===== config.mk =====
export PLATFORM = sky130hd
export DESIGN_NAME = uart_register_datagram_master_unit
export DESIGN_NICKNAME = d
export VERILOG_FILES = /design/src/sv/urdm_pkg.sv /design/src/sv/urdm_front.sv /design/src/sv/urdm_queue.sv /design/src/sv/urdm_back.sv /design/src/sv/uart_register_datagram_master_unit.sv
export SDC_FILE = /design/constraint.sdc
export NUM_CORES = 1
export LEC_CHECK = 0
export BUFFER_PORTS_ARGS = -buffer_cell sky130_fd_sc_hd__buf_2
export CAP_MARGIN = 20
export CORE_ASPECT_RATIO = 1.25
export CORE_MARGIN = 4
export CORE_UTILIZATION = 60
export DETAILED_ROUTE_END_ITERATION = 16
export GPL_TIMING_DRIVEN = 0
export PLACE_DENSITY = 0.87
export REMOVE_ABC_BUFFERS = 1
export SLEW_MARGIN = 20
export SYNTH_ARGS = -nofsm -noshare
export SYNTH_HDL_FRONTEND = slang
export SYNTH_SLANG_ARGS = --single-unit

===== constraint.sdc =====
create_clock -name i_clk -period 10 [get_ports i_clk]
set_clock_uncertainty 0.05 [all_clocks]
set_input_delay 1 -clock i_clk [delete_from_list [all_inputs] [get_ports i_clk]]
set_output_delay 1 -clock i_clk [all_outputs]
set_load 0.01 [all_outputs]

===== src/sv/urdm_pkg.sv =====
// ----------------------------------------------------------------------------
// urdm_pkg
// Types, codes and CRC-8 helper shared by the datagram master modules
// ----------------------------------------------------------------------------
package urdm_pkg;

    // request and line codes on the input side
    localparam logic [1:0] FUNC_WRITE = 2'd0;
    localparam logic [1:0] FUNC_READ  = 2'd1;
    localparam logic [1:0] FUNC_BYTE  = 2'd2;
    localparam logic [1:0] FUNC_TICK  = 2'd3;

    // result kinds
    localparam logic [1:0] KIND_BYTE    = 2'd0;
    localparam logic [1:0] KIND_READ_OK = 2'd1;
    localparam logic [1:0] KIND_FAIL    = 2'd2;

    // configuration register indexes
    localparam logic [1:0] CFG_NODE_ADDRESS  = 2'd0;
    localparam logic [1:0] CFG_REPLY_TIMEOUT = 2'd1;
    localparam logic [1:0] CFG_MAX_ATTEMPTS  = 2'd2;

    // jobs handed from front to back
    localparam logic [1:0] JOB_WRITE = 2'd0;
    localparam logic [1:0] JOB_READ  = 2'd1;
    localparam logic [1:0] JOB_DONE  = 2'd2;
    localparam logic [1:0] JOB_FAIL  = 2'd3;

    localparam logic [7:0] SYNC_BYTE  = 8'h05;
    localparam logic [7:0] REPLY_MARK = 8'hFF;
    localparam logic       WRITE_FLAG = 1'b1;
    localparam logic [7:0] CRC_POLY   = 8'h07;

    // one byte into the crc, data bits lsb first
    function automatic logic [7:0] crc8_byte(input logic [7:0] crc, input logic [7:0] b);
        logic [7:0] c;
        c = crc;
        for (int j = 0; j < 8; j++) begin
            if (c[7] ^ b[j]) begin
                c = {c[6:0], 1'b0} ^ CRC_POLY;
            end else begin
                c = {c[6:0], 1'b0};
            end
        end
        return c;
    endfunction

    localparam logic [7:0] CRC_SYNC    = crc8_byte(8'h00, SYNC_BYTE);
    localparam logic [7:0] CRC_SYNC_FF = crc8_byte(CRC_SYNC, REPLY_MARK);

    typedef struct packed {
        logic [1:0]  op;
        logic [7:0]  node;
        logic [7:0]  addr_byte;
        logic [31:0] data;
    } t_job;

    typedef struct packed {
        logic valid;
        t_job job;
    } t_push;

endpackage


===== src/sv/urdm_front.sv =====
// ----------------------------------------------------------------------------
// urdm_front
// Accepts requests, received bytes and ticks; tracks the read exchange and
// posts one job per beat that causes results
// ----------------------------------------------------------------------------
module urdm_front (
    input  logic              i_clk,
    input  logic              i_rst_n,
    input  logic              i_fire,
    input  logic [1:0]        i_func,
    input  logic [6:0]        i_reg_address,
    input  logic [31:0]       i_write_data,
    input  logic [7:0]        i_rx_byte,
    input  logic              i_cfg_fire,
    input  logic [1:0]        i_cfg_index,
    input  logic [7:0]        i_cfg_data,
    output urdm_pkg::t_push   o_push
);
    import urdm_pkg::*;

    localparam logic [1:0] PH_IDLE = 2'd0;
    localparam logic [1:0] PH_SCAN = 2'd1;
    localparam logic [1:0] PH_BODY = 2'd2;

    logic [7:0]  r_node;
    logic [7:0]  r_timeout;
    logic [2:0]  r_max_att;

    logic [1:0]  r_phase,   n_phase;
    logic [15:0] r_win,     n_win;
    logic [2:0]  r_count,   n_count;
    logic [7:0]  r_ticks,   n_ticks;
    logic [2:0]  r_att,     n_att;
    logic [6:0]  r_pending, n_pending;
    logic [7:0]  r_rx_crc,  n_rx_crc;
    logic [31:0] r_rx_data, n_rx_data;

    logic        fail;
    logic        send;
    logic [2:0]  att_base;

    always_comb begin
        n_phase   = r_phase;
        n_win     = r_win;
        n_count   = r_count;
        n_ticks   = r_ticks;
        n_att     = r_att;
        n_pending = r_pending;
        n_rx_crc  = r_rx_crc;
        n_rx_data = r_rx_data;
        fail      = 1'b0;
        send      = 1'b0;
        att_base  = r_att;
        o_push    = '0;

        case (i_func)
            FUNC_WRITE: begin
                n_phase                = PH_IDLE;
                o_push.valid           = 1'b1;
                o_push.job.op          = JOB_WRITE;
                o_push.job.node        = r_node;
                o_push.job.addr_byte   = {WRITE_FLAG, i_reg_address};
                o_push.job.data        = i_write_data;
            end
            FUNC_READ: begin
                n_pending = i_reg_address;
                att_base  = 3'd0;
                send      = 1'b1;
            end
            FUNC_BYTE: begin
                if (r_phase == PH_SCAN) begin
                    n_win = {r_win[7:0], i_rx_byte};
                    if ({r_win, i_rx_byte} == {SYNC_BYTE, REPLY_MARK, 1'b0, r_pending}) begin
                        n_phase  = PH_BODY;
                        n_count  = 3'd0;
                        n_ticks  = r_timeout;
                        n_rx_crc = crc8_byte(CRC_SYNC_FF, {1'b0, r_pending});
                    end
                end else if (r_phase == PH_BODY) begin
                    n_count = r_count + 3'd1;
                    if (r_count == 3'd4) begin
                        // fifth body beat carries the crc
                        if (i_rx_byte == r_rx_crc && r_rx_crc != 8'h00) begin
                            n_phase         = PH_IDLE;
                            o_push.valid    = 1'b1;
                            o_push.job.op   = JOB_DONE;
                            o_push.job.data = r_rx_data;
                        end else begin
                            fail = 1'b1;
                        end
                    end else begin
                        n_rx_crc  = crc8_byte(r_rx_crc, i_rx_byte);
                        n_rx_data = {r_rx_data[23:0], i_rx_byte};
                    end
                end
            end
            FUNC_TICK: begin
                if (r_phase == PH_SCAN || r_phase == PH_BODY) begin
                    if (r_ticks <= 8'd1) begin
                        n_ticks = 8'd0;
                        fail    = 1'b1;
                    end else begin
                        n_ticks = r_ticks - 8'd1;
                    end
                end
            end
            default: begin
                n_phase = r_phase;
            end
        endcase

        if (fail) begin
            if (r_att < r_max_att) begin
                send = 1'b1;
            end else begin
                n_phase       = PH_IDLE;
                o_push.valid  = 1'b1;
                o_push.job.op = JOB_FAIL;
            end
        end

        if (send) begin
            n_att                = att_base + 3'd1;
            n_phase              = PH_SCAN;
            n_win                = 16'h0000;
            n_count              = 3'd0;
            n_ticks              = r_timeout;
            o_push.valid         = 1'b1;
            o_push.job.op        = JOB_READ;
            o_push.job.node      = r_node;
            o_push.job.addr_byte = {1'b0, n_pending};
        end

        if (!i_fire) begin
            o_push.valid = 1'b0;
        end
    end

    always_ff @(posedge i_clk) begin
        if (!i_rst_n) begin
            r_node    <= 8'd0;
            r_timeout <= 8'd5;
            r_max_att <= 3'd2;
        end else if (i_cfg_fire) begin
            case (i_cfg_index)
                CFG_NODE_ADDRESS:  r_node    <= i_cfg_data;
                CFG_REPLY_TIMEOUT: r_timeout <= i_cfg_data;
                CFG_MAX_ATTEMPTS:  r_max_att <= i_cfg_data[2:0];
                default:           r_node    <= r_node;
            endcase
        end
    end

    always_ff @(posedge i_clk) begin
        if (!i_rst_n) begin
            r_phase   <= PH_IDLE;
            r_count   <= 3'd0;
            r_ticks   <= 8'd0;
            r_att     <= 3'd0;
            r_pending <= 7'd0;
            r_win     <= 16'h0000;
        end else if (i_fire) begin
            r_phase   <= n_phase;
            r_count   <= n_count;
            r_ticks   <= n_ticks;
            r_att     <= n_att;
            r_pending <= n_pending;
            r_win     <= n_win;
        end
    end

    always_ff @(posedge i_clk) begin
        if (i_fire) begin
            r_rx_crc  <= n_rx_crc;
            r_rx_data <= n_rx_data;
        end
    end

endmodule


===== src/sv/urdm_queue.sv =====
// ----------------------------------------------------------------------------
// urdm_queue
// Short job queue between the front and the back
// ----------------------------------------------------------------------------
module urdm_queue #(
    parameter int DEPTH = 2
) (
    input  logic            i_clk,
    input  logic            i_rst_n,
    input  urdm_pkg::t_push i_push,
    input  logic            i_pop,
    output logic            o_full,
    output logic            o_valid,
    output urdm_pkg::t_job  o_job
);
    import urdm_pkg::*;

    localparam int PW = (DEPTH > 1) ? $clog2(DEPTH) : 1;
    localparam int CW = $clog2(DEPTH + 1);
    localparam logic [PW-1:0] LAST_PTR = PW'(DEPTH - 1);
    localparam logic [CW-1:0] FULL_CNT = CW'(DEPTH);

    t_job          r_mem [DEPTH];
    logic [PW-1:0] r_wr_ptr;
    logic [PW-1:0] r_rd_ptr;
    logic [CW-1:0] r_count;
    logic          do_push;
    logic          do_pop;

    assign o_full  = (r_count == FULL_CNT);
    assign o_valid = (r_count != '0);
    assign o_job   = r_mem[r_rd_ptr];
    assign do_push = i_push.valid && !o_full;
    assign do_pop  = i_pop && o_valid;

    always_ff @(posedge i_clk) begin
        if (do_push) begin
            r_mem[r_wr_ptr] <= i_push.job;
        end
    end

    always_ff @(posedge i_clk) begin
        if (!i_rst_n) begin
            r_wr_ptr <= '0;
            r_rd_ptr <= '0;
            r_count  <= '0;
        end else begin
            if (do_push) begin
                r_wr_ptr <= (r_wr_ptr == LAST_PTR) ? '0 : r_wr_ptr + PW'(1);
            end
            if (do_pop) begin
                r_rd_ptr <= (r_rd_ptr == LAST_PTR) ? '0 : r_rd_ptr + PW'(1);
            end
            case ({do_push, do_pop})
                2'b10:   r_count <= r_count + CW'(1);
                2'b01:   r_count <= r_count - CW'(1);
                default: r_count <= r_count;
            endcase
        end
    end

endmodule


===== src/sv/urdm_back.sv =====
// ----------------------------------------------------------------------------
// urdm_back
// Turns jobs into result beats: framed request bytes with a running CRC-8,
// read completion or failure
// ----------------------------------------------------------------------------
module urdm_back (
    input  logic           i_clk,
    input  logic           i_rst_n,
    input  logic           i_q_valid,
    input  urdm_pkg::t_job i_job,
    output logic           o_pop,
    output logic           o_out_valid,
    input  logic           i_out_ready,
    output logic [1:0]     o_kind,
    output logic [7:0]     o_tx_byte,
    output logic [31:0]    o_read_data,
    output logic           o_last
);
    import urdm_pkg::*;

    t_job        r_job;
    logic        r_busy,      n_busy;
    logic [2:0]  r_idx,       n_idx;
    logic [7:0]  r_crc,       n_crc;
    logic        r_out_valid, n_out_valid;
    logic [1:0]  r_kind,      n_kind;
    logic [7:0]  r_tx,        n_tx;
    logic [31:0] r_data,      n_data;
    logic        r_last,      n_last;

    logic        out_free;
    logic        is_crc;
    logic [2:0]  final_idx;
    logic [7:0]  frame_byte;
    logic [7:0]  cur_byte;

    assign out_free  = !r_out_valid || i_out_ready;
    assign o_pop     = out_free && !r_busy && i_q_valid;
    assign final_idx = (r_job.op == JOB_WRITE) ? 3'd7 : 3'd3;
    assign is_crc    = (r_idx == final_idx);

    always_comb begin
        case (r_idx)
            3'd1:    frame_byte = r_job.node;
            3'd2:    frame_byte = r_job.addr_byte;
            3'd3:    frame_byte = r_job.data[31:24];
            3'd4:    frame_byte = r_job.data[23:16];
            3'd5:    frame_byte = r_job.data[15:8];
            3'd6:    frame_byte = r_job.data[7:0];
            default: frame_byte = SYNC_BYTE;
        endcase
        cur_byte = is_crc ? r_crc : frame_byte;
    end

    always_comb begin
        n_busy      = r_busy;
        n_idx       = r_idx;
        n_crc       = r_crc;
        n_out_valid = r_out_valid;
        n_kind      = r_kind;
        n_tx        = r_tx;
        n_data      = r_data;
        n_last      = r_last;
        if (out_free) begin
            n_out_valid = 1'b0;
            if (r_busy) begin
                n_out_valid = 1'b1;
                n_kind      = KIND_BYTE;
                n_tx        = cur_byte;
                n_data      = 32'd0;
                n_last      = is_crc;
                n_crc       = crc8_byte(r_crc, cur_byte);
                n_idx       = r_idx + 3'd1;
                n_busy      = !is_crc;
            end else if (i_q_valid) begin
                n_out_valid = 1'b1;
                n_tx        = 8'd0;
                n_data      = 32'd0;
                n_last      = 1'b1;
                case (i_job.op)
                    JOB_WRITE, JOB_READ: begin
                        // sync beat goes out as the job is taken
                        n_kind = KIND_BYTE;
                        n_tx   = SYNC_BYTE;
                        n_last = 1'b0;
                        n_busy = 1'b1;
                        n_idx  = 3'd1;
                        n_crc  = CRC_SYNC;
                    end
                    JOB_DONE: begin
                        n_kind = KIND_READ_OK;
                        n_data = i_job.data;
                    end
                    default: begin
                        n_kind = KIND_FAIL;
                    end
                endcase
            end
        end
    end

    always_ff @(posedge i_clk) begin
        if (!i_rst_n) begin
            r_busy      <= 1'b0;
            r_out_valid <= 1'b0;
        end else begin
            r_busy      <= n_busy;
            r_out_valid <= n_out_valid;
        end
    end

    always_ff @(posedge i_clk) begin
        r_idx  <= n_idx;
        r_crc  <= n_crc;
        r_kind <= n_kind;
        r_tx   <= n_tx;
        r_data <= n_data;
        r_last <= n_last;
        if (o_pop) begin
            r_job <= i_job;
        end
    end

    assign o_out_valid = r_out_valid;
    assign o_kind      = r_kind;
    assign o_tx_byte   = r_tx;
    assign o_read_data = r_data;
    assign o_last      = r_last;

endmodule


===== src/sv/uart_register_datagram_master_unit.sv =====
// Path: an accepted beat's job is registered in the job queue, then in the back
// end's output register. A write request streams 8 byte beats, a read request
// 4; completion and failure take one beat. The back end's byte sequencer sets
// this; the front takes one beat a cycle while the job queue has room.
// Reset: synchronous, active low; clears exchange state, queue and output
// valid, and loads node_address 0, reply_timeout 5, max_attempts 2.
// ----------------------------------------------------------------------------
// uart_register_datagram_master_unit
// Master side of a UART register link: framed write/read requests with CRC-8,
// reply scan and check, timeout and resend
// ----------------------------------------------------------------------------
module uart_register_datagram_master_unit #(
    parameter int QUEUE_DEPTH = 2
) (
    input  logic        i_clk,
    input  logic        i_rst_n,
    input  logic        i_in_valid,
    output logic        o_in_ready,
    input  logic [1:0]  i_func,
    input  logic [6:0]  i_reg_address,
    input  logic [31:0] i_write_data,
    input  logic [7:0]  i_rx_byte,
    output logic        o_out_valid,
    input  logic        i_out_ready,
    output logic [1:0]  o_kind,
    output logic [7:0]  o_tx_byte,
    output logic [31:0] o_read_data,
    output logic        o_last,
    input  logic        i_cfg_valid,
    output logic        o_cfg_ready,
    input  logic [1:0]  i_cfg_index,
    input  logic [7:0]  i_cfg_data
);
    import urdm_pkg::*;

    t_push push;
    t_job  q_job;
    logic  q_full;
    logic  q_valid;
    logic  q_pop;
    logic  in_fire;

    assign o_in_ready  = !q_full;
    assign o_cfg_ready = 1'b1;
    assign in_fire     = i_in_valid && o_in_ready;

    urdm_front u_front (
        .i_clk         (i_clk),
        .i_rst_n       (i_rst_n),
        .i_fire        (in_fire),
        .i_func        (i_func),
        .i_reg_address (i_reg_address),
        .i_write_data  (i_write_data),
        .i_rx_byte     (i_rx_byte),
        .i_cfg_fire    (i_cfg_valid),
        .i_cfg_index   (i_cfg_index),
        .i_cfg_data    (i_cfg_data),
        .o_push        (push)
    );

    urdm_queue #(
        .DEPTH (QUEUE_DEPTH)
    ) u_queue (
        .i_clk   (i_clk),
        .i_rst_n (i_rst_n),
        .i_push  (push),
        .i_pop   (q_pop),
        .o_full  (q_full),
        .o_valid (q_valid),
        .o_job   (q_job)
    );

    urdm_back u_back (
        .i_clk       (i_clk),
        .i_rst_n     (i_rst_n),
        .i_q_valid   (q_valid),
        .i_job       (q_job),
        .o_pop       (q_pop),
        .o_out_valid (o_out_valid),
        .i_out_ready (i_out_ready),
        .o_kind      (o_kind),
        .o_tx_byte   (o_tx_byte),
        .o_read_data (o_read_data),
        .o_last      (o_last)
    );

endmodule


==> results of run 1 <==
==> power by group <==
part,internal [uW],switching (uW),total (uW)
clock network,668,458,1130
registers,1740,143,1880
logic,462,657,1120
==> cells in the final DEF, fill, tap and decap left out, types with 16 or more instances in the layout <==
master       n
nor2b_1     41
mux2_2      52
buf_2      109
o21ai_0     16
nand2_1     57
mux2i_1     22
a22o_1      40
xnor2_1     41
nor2_1      24
a22oi_1     19
xor2_1      32
edfxtp_1   244
and2_1      26
and3_1      32
dfxtp_1     64
clkbuf_16   28
inv_1       20
ha_1        16
==> kinds of logic (layout without fill, tap and decap cells) <==
logic type / Yosys count / after routing / synth area share
flops: 309 / 309 / 0.6508
simple gates: 239 / 239 / 0.09947
compound gates: 170 / 170 / 0.09910
buf+inv: 79 / 203 / 0.02293
mux: 76 / 76 / 0.06238
xor+xnor: 74 / 74 / 0.04992
fa+ha+maj: 16 / 16 / 0.01510
other cells: 1 / 2 / 0.0002829
==> final timing paths <==
kind	from	endpoint	cells after the start
hold / removal	u_front.r_rx_data[12]$_DFFE_PP_	u_front.r_rx_data[20]$_DFFE_PP_	0
hold reg to reg	u_front.r_rx_data[12]$_DFFE_PP_	u_front.r_rx_data[20]$_DFFE_PP_	0
setup / recovery	u_back.r_idx[2]$_SDFFCE_PN0P_	u_back.r_crc[1]$_SDFFCE_PN0P_	7
setup reg to reg	u_back.r_idx[2]$_SDFFCE_PN0P_	u_back.r_crc[1]$_SDFFCE_PN0P_	7
==> final cells by class <==
type / count / area (sq um)
Antenna cell: 1 / 2.502
Clock inverter: 17 / 229.0
Sequential cell: 309 / 8632
Fill cell: 1346 / 6280
Clock buffer: 35 / 757.0
Inverter: 22 / 82.58
Multi-Input combinational cell: 576 / 4424
Tap cell: 279 / 349.1
Timing Repair Buffer: 129 / 864.6
==> per-layer routing <==
metal / share of wire / wire length (microns) / vias to the layer above / track usage
li1: - / - / 3809 / -
met1: 0.37 / 11360 / 4165 / 0.3022
met2: 0.54 / 16240 / 367 / 0.4417
met3: 0.063 / 1907 / 52 / 0.03027
met4: 0.026 / 788 / 0 / 0.07027
met5: 0 / 0 / - / 0
==> metrics by stage <==
step	utilization	cell area [sq um]	power, uW	hold slack (ns)
2_1_floorplan	-	13040	2577	0.3773
6_report	0.7095	15340	4124	0.4028
3_3_place_gp	0.6441	13930	2906	0.3822
4_1_cts	0.7091	15330	4134	0.4012
5_1_grt	0.7094	15340	4290	0.4170
3_5_place_dp	0.6635	14350	2991	0.3847
==> flip-flops by register name, indices dropped and copies added (netlist names), 2 cells and up, named ones only <==
| signal | flops |
|---|---|
| u_front.r_max_att | 3 |
| u_front.r_node | 8 |
| u_front.r_att | 3 |
| u_front.r_count | 3 |
| u_queue.r_mem | 100 |
| u_front.r_rx_data | 32 |
| u_front.r_ticks | 8 |
| u_front.r_rx_crc | 8 |
| u_back.r_job | 50 |
| u_front.r_pending | 7 |
| u_back.r_crc | 8 |
| u_front.r_timeout | 8 |
| u_front.r_win | 16 |
| u_back.r_idx | 3 |
| u_back.o_tx_byte | 8 |
| u_queue.r_count | 2 |
| u_back.o_kind | 2 |
| u_front.r_phase | 2 |
| u_back.o_read_data | 32 |
==> results_dict.tcl, run 1 <==
set metrics [dict create \
    drv_cap 0 \
    slowest_stage "edfxtp_1" \
    required_ns 10.25 \
    syn2layout_area_growth_pct 15.71 \
    ys_warn_count 0 \
    crit_family "flip-flops" \
    cts_tree "done" \
    synthTopCellsByArea "edfxtp_1 (55%), dfxtp_1 (9.8%), mux2_2 (4.4%), xnor2_1 (2.7%), a22o_1 (2.6%)" \
    hold_class "flip-flop to flip-flop" \
    grt_pass1_wl_microns 46920 \
    cts.sinks 309 \
    drt-pass1-iter-count 6 \
    cts_resized 0 \
    power.leakage_uw 0.005659 \
    netlist.area_leader.share 0.5527 \
    synthTopCellsByCount "edfxtp_1 (244), dfxtp_1 (65), nand2_1 (57)" \
    antenna_found_initial 0 \
    critPathLaunchType "flip-flop" \
    cts-htree-levels 1 \
    place_ws_ns 6.278 \
    drive_gt1_frac 0.2353 \
    hold_viol 0 \
    wl_microns 30290 \
    max_clock_freq_mhz 298.6 \
    dp_hpwl_microns 20080 \
    drt_iter0_drc 771 \
    drc 0 \
    die_area_sq_um 24550 \
    synth.distinct_cells 72 \
    grt_max_degree 67 \
    fin_ws_ns 6.651 \
    cts.reportedPaths.clkPinSlew_ns 0.07 \
    powerDensity_nw_per_um2 268.8 \
    yosysTopAreaCell "edfxtp_1" \
    end_kind "flip-flop" \
    ys_seq_area_frac 0.6508 \
    grt_pass1_vias 8455 \
    max-slew-margin-rel 0.2701 \
    cts_root_buf "clkbuf_16" \
    synth_area_sq_um 13260 \
    syn_inst 964 \
    via_count 8393 \
    finalSetupViolCount 0 \
    cp_cell_sequence "or3b_1 > a21o_1 > a31oi_1 > xor2_1 > xnor2_1 > xor2_1 > and2_1" \
    ys_seq_elements 309 \
    finalNetCount 1146 \
    final_cells 1368 \
    viasPerCell 6.135 \
    criticalPathCategory "flip-flop to flip-flop" \
    gp_congestion 0.9112 \
    placedCellCount 1315 \
    regToRegSetupSlack_ns 6.65 \
    peakVddDrop_v 0.0003091 \
    setup_tns_ns 0 \
    status "finished, final reports clean" \
    finalMaxSlewViolations 0 \
    arrival_ns 3.60 \
    dieWidth_microns 141.0 \
    path_buf_inv 0 \
    ant_nets 0 \
    synth_flop_cell "edfxtp_1" \
    post_cts_buffers 0 \
    cts-buffers-inserted 28 \
    yosysMostFrequentCell "edfxtp_1" \
    die_y_microns 174.2 \
    io_buffers 108 \
    cpPeakStageDelay_ns 0.90 \
    grt_use_total 0.2424 \
    clk_latency_ns 0.55 \
    rows 60 \
    synth_edf_count 244 \
    worstPathMaxFanout 22 \
    critPathMostFrequentCell "xor2_1" \
    grt_overflow 0 \
    core-area_sq_um 21620 \
    avgSynthCellArea_sq_um 13.75 \
    rsz0062_at_grt "false" \
    cts_hold_buf 0 \
    start_util 0.6132 \
    synthArstFlopShare 0 \
    fin_crit_sh 0.3349 \
    wire_per_inst_microns 22.14 \
    tightestPinTransition_ns 1.086 \
    ios 110 \
    fin_crit_ns 3.349 \
    clockBufferDepth 3 \
]
Note: power is estimated with default switching activity, not from simulation.
==> run 2, diff against run 1 <==
- clock period: 10 -> 3.45 ns (I/O delays scaled with it)
==> results_dict.tcl, run 2 (synthesis gave the netlist of run 1 again) <==
set metrics [dict create \
    cts.reportedPaths.clkPinSlew_ns 0.06 \
    finalMaxSlewViolations 0 \
    hold_viol 0 \
    io_buffers 108 \
    power.leakage_uw 0.005664 \
    max_clock_freq_mhz 301.3 \
    syn2layout_area_growth_pct 15.77 \
    clockBufferDepth 3 \
    power_uw 11980 \
    wire_per_inst_microns 22.20 \
    drc 0 \
    ios 110 \
    drive_gt1_frac 0.2360 \
    fin_crit_sh 0.9622 \
    layout_common_cells "edfxtp_1 (244), buf_2 (109), dfxtp_1 (64)" \
    die_area_sq_um 24550 \
    arrival_ns 3.57 \
    timing.hold.ws_ns 0.02418 \
    placed_area_sq_um 14350 \
    critPathLaunchType "flip-flop" \
    rows 60 \
    largest_reg_flops 100 \
    cts-htree-levels 1 \
    required_ns 3.70 \
    end_kind "flip-flop" \
    drt-pass1-iter-count 6 \
    grt_use_total 0.2424 \
    criticalPathCategory "flip-flop to flip-flop" \
    gp_congestion 0.9112 \
    hold_class "input port to flip-flop" \
    grt_pass1_wl_microns 46920 \
    ant_nets 0 \
    fin_ws_ns 0.1305 \
    tightestPinTransition_ns 1.090 \
    dieWidth_microns 141.0 \
    cts_hold_buf 0 \
    cts_tree "done" \
    fin_crit_ns 3.319 \
    placedCellCount 1315 \
    grt_pass1_vias 8455 \
    wl_met2_microns 16310 \
    layout_commonest_cell "edfxtp_1" \
    fin_area_sq_um 15350 \
    wl_microns 30390 \
    fillers 1343 \
    peakVddDrop_v 0.0008953 \
    core-area_sq_um 21620 \
    viasPerCell 6.127 \
    cp_cell_sequence "inv_1 > ha_1 > a221oi_1 > a21o_1 > a31oi_1 > xor2_1 > xnor2_1 > xnor2_1 > and2_1" \
    largest_register "u_queue.r_mem" \
    finalNetCount 1147 \
    clk_latency_ns 0.55 \
    die_y_microns 174.2 \
    slowest_stage "ha_1" \
    drv_cap 0 \
    worstPathMaxFanout 15 \
    start_util 0.6132 \
    cts-buffers-inserted 28 \
    cts_root_buf "clkbuf_16" \
    via_count 8388 \
    reg_top3 "u_queue.r_mem: 100 flops, u_back.r_job: 50 flops" \
    rsz0062_at_grt "false" \
    place_ws_ns 0.1945 \
    wl_met3_microns 1997 \
    powerDensity_nw_per_um2 780.8 \
    finalSetupViolCount 0 \
    cpPeakStageDelay_ns 0.60 \
    cts.sinks 309 \
    final_cells 1369 \
    dp_hpwl_microns 20080 \
    grt_overflow 0 \
    wl_met1_microns 11280 \
    critPathMostFrequentCell "xnor2_1" \
    status "finished, final reports clean" \
    grt_max_degree 67 \
    antenna_found_initial 0 \
    max-slew-margin-rel 0.2668 \
    drt_iter0_drc 765 \
    highest_layer "met4" \
]
run 2: routing by layer:
layer / global-route usage / up-vias
li1: - / 3813
met1: 0.3022 / 4144
met2: 0.4417 / 376
met3: 0.03027 / 55
met4: 0.07027 / 0
met5: 0 / -
run 2: cell type report:
| type | count | area (sq um) | share of cell area |
|---|---|---|---|
| Antenna cell | 1 | 2.502 | 0.0001630 |
| Multi-Input combinational cell | 576 | 4424 | 0.2883 |
| Clock inverter | 17 | 229.0 | 0.01492 |
| Inverter | 22 | 82.58 | 0.005380 |
| Tap cell | 279 | 349.1 | 0.02274 |
| Sequential cell | 309 | 8632 | 0.5624 |
| Clock buffer | 35 | 757.0 | 0.04932 |
| Timing Repair Buffer | 130 | 872.1 | 0.05682 |
run 2: timing repair:
item	in CTS	in global routing
hold endpoints to repair	0	0
setup endpoints to repair	0	5
buffers inserted	0	1
resized for setup	0	0
run 2: worst max-delay path, delay by kind of cell (launching register included):
family / cells / cell delay, ns
flip-flops: 1 / 0.45
AO/OA/AOI/OAI: 3 / 0.84
AND/OR/NAND/NOR: 1 / 0.19
XOR/XNOR: 3 / 0.82
adder cells (fa/ha/maj): 1 / 0.60
buffers and inverters: 1 / 0.12
run 2: power breakdown:
group          total (uW)  leakage (uW)  internal, uW  switching [uW]
logic                3280       0.00238          1340            1940
clock network        3270      0.000468          1930            1330
registers            5440       0.00282          5030             403
run 2: worst paths after layout:
| path | slack (ns) | cells after the start | endpoint | startpoint |
|---|---|---|---|---|
| setup / recovery | 0.13 | 9 | u_back.r_crc[2]$_SDFFCE_PN0P_ | u_back.r_idx[0]$_SDFFCE_PN1P_ |
| setup reg to reg | 0.13 | 9 | u_back.r_crc[2]$_SDFFCE_PN0P_ | u_back.r_idx[0]$_SDFFCE_PN1P_ |
| hold reg to reg | 0.40 | 0 | u_front.r_rx_data[20]$_DFFE_PP_ | u_front.r_rx_data[12]$_DFFE_PP_ |
| hold / removal | 0.02 | 3 | u_front.r_pending[2]$_SDFFE_PN0P_ | i_reg_address[2] |
run 2: metrics by stage:
step / setup TNS [ns] / util
3_5_place_dp: 0 / 0.6635
3_3_place_gp: -571.70 / 0.6441
4_1_cts: 0 / 0.7091
2_1_floorplan: -140.26 / -
5_1_grt: 0 / 0.7098
6_report: 0 / 0.7099
==> run 3, diff against run 2 <==
- HOLD_SLACK_MARGIN: unset -> 0.12
- SLEW_MARGIN: 20 -> unset
- TNS_END_PERCENT: unset -> 30
==> results_dict.tcl, run 3 (synthesis gave the netlist of run 1 again) <==
set metrics [dict create \
    grt_pass1_vias 8846 \
    start_util 0.6132 \
    viasPerCell 6.129 \
    drt-pass1-iter-count 6 \
    drv_cap 0 \
    final_cells 1421 \
    fin_area_sq_um 15950 \
    grt_use_total 0.2572 \
    max-slew-margin-rel 0.2820 \
    fin_crit_sh 0.9309 \
    core-area_sq_um 21620 \
    busiest_layer "met2" \
    cts_tree "done" \
    layout_common_cells "edfxtp_1 (244), buf_2 (108), dfxtp_1 (64)" \
    max_clock_freq_mhz 311.4 \
    finalSetupViolCount 0 \
    grt_pass1_wl_microns 49560 \
    use_met2 0.4754 \
    grt_max_degree 67 \
    rows 60 \
    criticalPathCategory "flip-flop to flip-flop" \
    via_count 8709 \
    ios 110 \
    peakVddDrop_v 0.0005958 \
    end_kind "flip-flop" \
    clk_latency_ns 0.57 \
    arrival_ns 3.43 \
    clockBufferDepth 3 \
    layout_commonest_cell "edfxtp_1" \
    cp_cell_sequence "or3b_1 > a211oi_1 > a31oi_1 > xor2_1 > xnor2_1 > xor2_1 > nand2_1" \
    groute.layer.met3.usage 0.03027 \
    power.leakage_uw 0.005930 \
    hold_class "input port to flip-flop" \
    drc 0 \
    cts-htree-levels 1 \
    syn2layout_area_growth_pct 20.33 \
    ant_nets 0 \
    wl_microns 31980 \
    grt_overflow 0 \
    finalNetCount 1198 \
    dieWidth_microns 141.0 \
    hold_viol 0 \
    dp_hpwl_microns 20210 \
    required_ns 3.67 \
    finalMaxSlewViolations 0 \
    fin_crit_ns 3.212 \
    wire_per_inst_microns 22.50 \
    rsz0062_at_grt "false" \
    die_y_microns 174.2 \
    tightestPinTransition_ns 1.071 \
    reg_top3 "u_queue.r_mem: 100 flops, u_back.r_job: 50 flops" \
    gp_congestion 0.9112 \
    slowest_stage "edfxtp_1" \
    io_buffers 108 \
    drive_gt1_frac 0.2279 \
    status "finished, final reports clean" \
    antenna_found_initial 0 \
    cts.reportedPaths.clkPinSlew_ns 0.07 \
    cts.sinks 309 \
    cpPeakStageDelay_ns 0.70 \
    powerDensity_nw_per_um2 783.7 \
    cts_root_buf "clkbuf_16" \
    placedCellCount 1310 \
    grt_util_met1 0.3128 \
    place_ws_ns 0.1084 \
    largest_reg_flops 100 \
    largest_register "u_queue.r_mem" \
    die_area_sq_um 24550 \
    worstPathMaxFanout 12 \
    critPathLaunchType "flip-flop" \
    placed_area_sq_um 14270 \
    fin_ws_ns 0.2385 \
    cts-buffers-inserted 29 \
    critPathMostFrequentCell "xor2_1" \
    drt_iter0_drc 957 \
]
-- run 3: changes by cell type in the layout (fill, tap and decap cells not counted), moves of 3 or more --
cell           delta
clkinvlp_4        -3
dlygate4sd3_1    +53
buf_6             +6
clkinv_2          +3
buf_16            -4
buf_4             -9
bufinv_16         +4
clkbuf_1          -4
-- run 3: worst max-delay path, delay by kind of cell, from the launching register on --
family	cells	cell delay, ns
and+or+nand+nor	2	0.65
AOI/OAI and AO/OA	2	0.59
DFF	1	0.70
xor gates and xnor gates	3	0.94
-- run 3: repair_timing --
action	in CTS	in global routing
buffers inserted	0	1
endpoints found under the setup margin	0	8
hold buffers	53	0
hold endpoints to repair	98	0
gates resized for setup	0	2
-- run 3: path summary, 6_finish.rpt --
check                                                    start                              end  slack [ns]  depth (start not counted)
worst max-delay path             u_back.r_idx[2]$_SDFFCE_PN0P_    u_back.r_crc[0]$_SDFFCE_PN1P_        0.24                          7
worst min register to register  u_front.r_rx_data[7]$_DFFE_PP_  u_front.r_rx_data[15]$_DFFE_PP_        0.40                          0
worst max register to register   u_back.r_idx[2]$_SDFFCE_PN0P_    u_back.r_crc[0]$_SDFFCE_PN1P_        0.24                          7
worst min-delay path                           i_write_data[5]    u_queue.r_mem[1][5]$_DFFE_PP_        0.14                          2
-- run 3: area by class of cell --
class | instances | area (sq um)
clock buffers | 31 | 753.2
flip-flops and latches | 309 | 8630
diodes | 1 | 2.502
repair buffers | 180 | 1353
multi-input cells | 576 | 4414
well taps | 279 | 349.1
inverters | 22 | 82.58
fillers | 1276 | 5668
clock inverters | 23 | 369.1
-- run 3: stage by stage --
stage | util | hold slack (ns) | power [uW] | TNS [ns]
after floorplan | - | 0.3569 | 7816 | -140.26
after global placement | 0.6441 | 0.3822 | 8505 | -571.70
after detailed placement | 0.6601 | 0.3895 | 8680 | 0
after CTS | 0.7365 | 0.1209 | 12420 | 0
after global routing | 0.7377 | 0.1361 | 12960 | 0
final | 0.7378 | 0.1375 | 12500 | 0
-- run 3: layer usage --
layer	vias up	routed length [microns]
li1	3915	-
met1	4276	11690
met2	452	16920
met3	66	2379
met4	0	983
met5	-	0
-- run 3: where the power goes --
group	switching (uW)	internal, uW
sequential	382	5030
combinational	2000	1380
clock	1440	2270
total	3820	8690
